[config.mk]
export PLATFORM = sky130hd
export DESIGN_NAME = skrm_ctrl
export DESIGN_NICKNAME = d
export VERILOG_FILES = /design/src/hdl/skrm_pkg.sv /design/src/hdl/skrm_ctrl.sv
export SDC_FILE = /design/constraint.sdc
export NUM_CORES = 1
export LEC_CHECK = 0
export ABC_AREA = 1
export BUFFER_PORTS_ARGS = -buffer_cell sky130_fd_sc_hd__buf_2
export CORE_UTILIZATION = 30
export CTS_CLUSTER_DIAMETER = 150
export DETAILED_ROUTE_END_ITERATION = 10
export PLACE_DENSITY_LB_ADDON = 0.15
export SYNTH_ARGS = -nofsm -noshare
export SYNTH_HDL_FRONTEND = slang
export SYNTH_SLANG_ARGS = --single-unit
export TNS_END_PERCENT = 100
[constraint.sdc]
create_clock -name clk_i -period 1.4 [get_ports clk_i]
set_clock_uncertainty 0.1 [all_clocks]
set_input_delay 0.21 -clock clk_i [delete_from_list [all_inputs] [get_ports clk_i]]
set_output_delay 0.21 -clock clk_i [all_outputs]
set_load 0.02 [all_outputs]
[src/hdl/skrm_pkg.sv]
package skrm_pkg;

  // Field widths
  localparam int unsigned WEIGHT_W = 32;
  localparam int unsigned PROFIT_W = 48;
  localparam int unsigned ITEM_P_W = 32;
  localparam int unsigned COUNT_W  = 13;
  localparam int unsigned ENTRY_W  = WEIGHT_W + PROFIT_W;

  // Row storage
  localparam int unsigned MAX_ENTRIES_DEF = 4096;

  // Register file
  localparam int unsigned PADDR_W        = 3;
  localparam logic        REG_CAPACITY   = 1'b0;
  localparam logic [31:0] CAPACITY_RESET = 32'd33554432;

  localparam logic [PROFIT_W-1:0] PROFIT_MAX = {PROFIT_W{1'b1}};

  localparam logic FUNC_ADD       = 1'b0;
  localparam logic FUNC_ROW_RESET = 1'b1;

  typedef struct packed {
    logic                func;
    logic [WEIGHT_W-1:0] item_weight;
    logic [ITEM_P_W-1:0] item_profit;
  } in_item_t;

  typedef struct packed {
    logic [COUNT_W-1:0]  pair_count;
    logic [PROFIT_W-1:0] best_profit;
    logic                overflow;
  } out_item_t;

  // Controller to datapath
  typedef struct packed {
    logic start;
    logic row_reset;
    logic sum_en;
    logic step_en;
    logic finish;
    logic load_out;
  } cmd_t;

  // Datapath to controller
  typedef struct packed {
    logic done;
  } sts_t;

  typedef enum logic [4:0] {
    ST_IDLE = 5'b00001,
    ST_READ = 5'b00010,
    ST_SUM  = 5'b00100,
    ST_DEC  = 5'b01000,
    ST_DONE = 5'b10000
  } state_e;

endpackage

[src/hdl/skrm_ctrl.sv]
module skrm_ctrl import skrm_pkg::*; (
  input  logic clk_i,
  input  logic rst_ni,
  input  logic in_valid_i,
  input  logic in_func_i,
  output logic in_stall_o,
  output logic out_valid_o,
  input  logic out_stall_i,
  output cmd_t cmd_o,
  input  sts_t sts_i
);

  state_e state_q, state_d;
  logic   out_valid_q, out_valid_d;
  logic   out_free;

  assign out_free = !out_valid_q || !out_stall_i;

  // Sequence one item: a row reset goes straight to done; an add reads, sums and decides per merge step
  always_comb begin
    state_d = state_q;
    cmd_o   = '0;
    unique case (state_q)
      ST_IDLE: begin
        if (in_valid_i) begin
          if (in_func_i == FUNC_ROW_RESET) begin
            cmd_o.row_reset = 1'b1;
            state_d         = ST_DONE;
          end else begin
            cmd_o.start = 1'b1;
            state_d     = ST_READ;
          end
        end
      end
      ST_READ: begin
        state_d = ST_SUM;
      end
      ST_SUM: begin
        cmd_o.sum_en = 1'b1;
        state_d      = ST_DEC;
      end
      ST_DEC: begin
        if (sts_i.done) begin
          cmd_o.finish = 1'b1;
          state_d      = ST_DONE;
        end else begin
          cmd_o.step_en = 1'b1;
          state_d       = ST_READ;
        end
      end
      ST_DONE: begin
        if (out_free) begin
          cmd_o.load_out = 1'b1;
          state_d        = ST_IDLE;
        end
      end
      default: begin
        state_d = ST_IDLE;
      end
    endcase
  end

  // Hold the result until the receiver takes it
  assign out_valid_d = cmd_o.load_out || (out_valid_q && out_stall_i);

  always_ff @(posedge clk_i or negedge rst_ni) begin
    if (!rst_ni) begin
      state_q     <= ST_IDLE;
      out_valid_q <= 1'b0;
    end else begin
      state_q     <= state_d;
      out_valid_q <= out_valid_d;
    end
  end

  assign in_stall_o  = (state_q != ST_IDLE);
  assign out_valid_o = out_valid_q;

endmodule

==> results.yml <==
status:
  outcome: "complete, but fails checks"
  violations: "setup timing"
setup_path:
  cp_max_fo: 4
  critical_path_arrival_ns: 1.32
  end_kind: "output pin"
  crit_type: "register to output pin"
  crit_path_top_delay_cell: "dfstp_2"
  path_cells: "inv_2 -> nor2_4 -> nand3_4 -> nor3_2 -> buf_4"
  crit_required_ns: 1.09
  cpPeakStageDelay_ns: 0.53
  cp-start-kind: "register"
  reg2reg_depth: 8
final_layout:
  syn2layout_area_growth_pct: 62.5
  design_area_sq_um: 641
  final_nets: 85
  antenna_cells: 0
  drive_gt1_share_pct: 53.8
synth:
  synth_top_family_by_area: "simple AND/OR/NAND/NOR gates"
  yosys-top-cells-area: "dfrtp_1 32%, nor2_4 11%, inv_1 10%, nand2_1 9.5%, dfstp_2 6.7%"
  synth-simple-area-share_pct: 45.4
  async_flop_share_pct: 100
  avgSynthCellArea_sq_um: 7.58
  yosysMostFrequentCell: "inv_1"
  ys_top_cells_by_count: "11 x inv_1, 10 x nand2_1, 6 x nor2_1"
  synth_compound_area_share_pct: 3.81
  synth_edf_count: 0
  synthXorXnorAreaFrac_pct: 0
  ys_ff_latch: 6
  synth_cell_type_count: 16
  syn_area_sq_um: 394
  synthFlopType: "dfrtp_1"
  synthAdderAreaFrac_pct: 0
  synthMuxAreaShare_pct: 0
  syn_inst: 52
  syn-num-nets: 58
  synth_top_area_cell: "dfrtp_1"
  ys_seq_area_share_pct: 38.4
  yosys_warnings: 0
  synth_top_area_share_pct: 31.7
min_path:
  min_path_type: "input pin to register"
  holdPathStages: 4
pwr:
  clock_power_share_pct: 12.5
  internal_power_uw: 768
  seq_power_share_pct: 23.6
  ir_drop_mv: 0.981
  p_sw_share_pct: 44.5
  p_leak_uw: 0.000344
  powerDensity_mw_per_mm2: 2160
  pwr-share-comb_pct: 63.9
  p_switching_uw: 615
clock_tree:
  numCtsBuffers: 3
  clkSinkCount: 6
  path_clk_slew_ns: 0.04
  clockRootBuffer: "clkbuf_4"
  cts_tree: "done"
  cts.htree.levels: 1
  insertion_delay_ns: 0.25
  clk_path_buf_depth: 2
placement:
  place_ws_ns: 0.0177
  place_area_sq_um: 494
  finalWeightedCongestion: 0.689
  hpwl_um: 602
  port-buffer-count: 13
die:
  dieArea_sq_mm: 0.00146
  die_h_um: 38.2
  core_region_area_sq_mm: 0.00116
  start_util_pct: 34.1
  die_w_um: 38.2
  ioPinCount: 14
  row_count: 12
sta:
  finalCritPeriodShare_pct: 116
  max-slew-margin-rel_pct: 87.3
  setup_viol: 10
  rsz0062_at_grt: "yes"
  fmax_ghz: 0.614
  layout_min_cycle_time_ns: 1.63
  hold_viol_final: 0
  finalWorstSetupSlack_ns: -0.228
  tightest_slew_ns: 0.191
  whs_ns: 0.117
  drv_slew: 0
grt:
  overflow: 0
  grt_pass1_vias: 348
  grt_use_total_pct: 15.0
  grt_start_max_net_pins: 7
  antenna_found_initial: 0
  grt_pass1_wl_mm: 1.36
route:
  ant_nets: 0
  wire_per_inst_um: 9.50
  drt_iter0_markers: 10
  dr.pass1.iters: 4
  drt-vias-per-instance: 4.18
  postRouteWirelength_um: 874
  drc: 0
  dr_total_vias: 385
run:
  drv_cap: 0
==> final cells by class <==
class                   count  area [sq um]
flip-flops and latches      6           153
well taps                  14          17.5
multi-input cells          33           231
repair buffers             22           164
inverters                  13          48.8
fillers                   122           515
clock buffers               4          26.3
==> layout by cell type, fill, tap and decap left out, drive strengths merged <==
master       count
nand3            3
dfrtp            5
o21ai            2
nor2            12
dlygate4sd3      1
buf             21
nand2           10
nand4            2
nor3             2
clkbuf           4
inv             13
dfstp            1
a21oi            1
and2             1
==> through the flow <==
step	power, uW	std cells	utilization (%)	setup TNS (ns)
CTS	1280	88	50.5	-1.18
global route	1490	92	55.4	-2.00
global placement	953	80	42.7	0
floorplan	777	52	-	-0.0776
finish	1380	92	55.4	-1.34
detailed placement	950	80	42.7	0
==> registers in the layout, indices dropped and copies added (netlist names) <==
name	count
out_valid_o	1
state_q	5
==> per-layer routing <==
layer  vias up  wire (um)  track usage, %
li1        208          -               -
met2         8        464            25.0
met5         -          0               0
met3         2         34            5.23
met1       167        364            14.2
met4         0         10            13.4
==> power by group through the flow <==
| stage | sequential, uW | clock (uW) | combinational (uW) |
|---|---|---|---|
| floorplan | 334 | 0 | 443 |
| global placement | 322 | 0 | 631 |
| detailed placement | 324 | 0 | 626 |
| CTS | 337 | 182 | 761 |
| global route | 337 | 188 | 963 |
| finish | 327 | 172 | 885 |
==> timing repair <==
action | CTS | global route
gates resized for setup | 11 | 7
endpoints found under the setup margin | 7 | 10
endpoints found under the hold margin | 6 | 0
pin swaps | 3 | 6
hold buffers | 1 | 0
setup buffers | 3 | 4
==> cell families (layout without fill, tap and decap cells) <==
logic type / after synthesis / in the layout
compound gates: 3 / 3
buf+inv: 13 / 39
simple gates: 30 / 30
flops: 6 / 6
==> worst max-delay path: cells and delay by family (launching register included) <==
family	cells	cell delay, ns
flip-flops	1	0.53
AND/OR/NAND/NOR	3	0.34
buffers and inverters	2	0.20
==> path summary, 6_finish.rpt <==
check	start	end	slack (ns)
max in group asynchronous	rst_ni	state_q[0]	0.77
min in group asynchronous	rst_ni	out_valid_o	0.21
max reg2reg	state_q[0]	state_q[1]	-0.09
min reg2reg	out_valid_o	out_valid_o	0.48
min	in_valid_i	state_q[0]	0.12
max	state_q[0]	cmd_o[4]	-0.23
No activity file was read; power rests on OpenSTA's default activity.
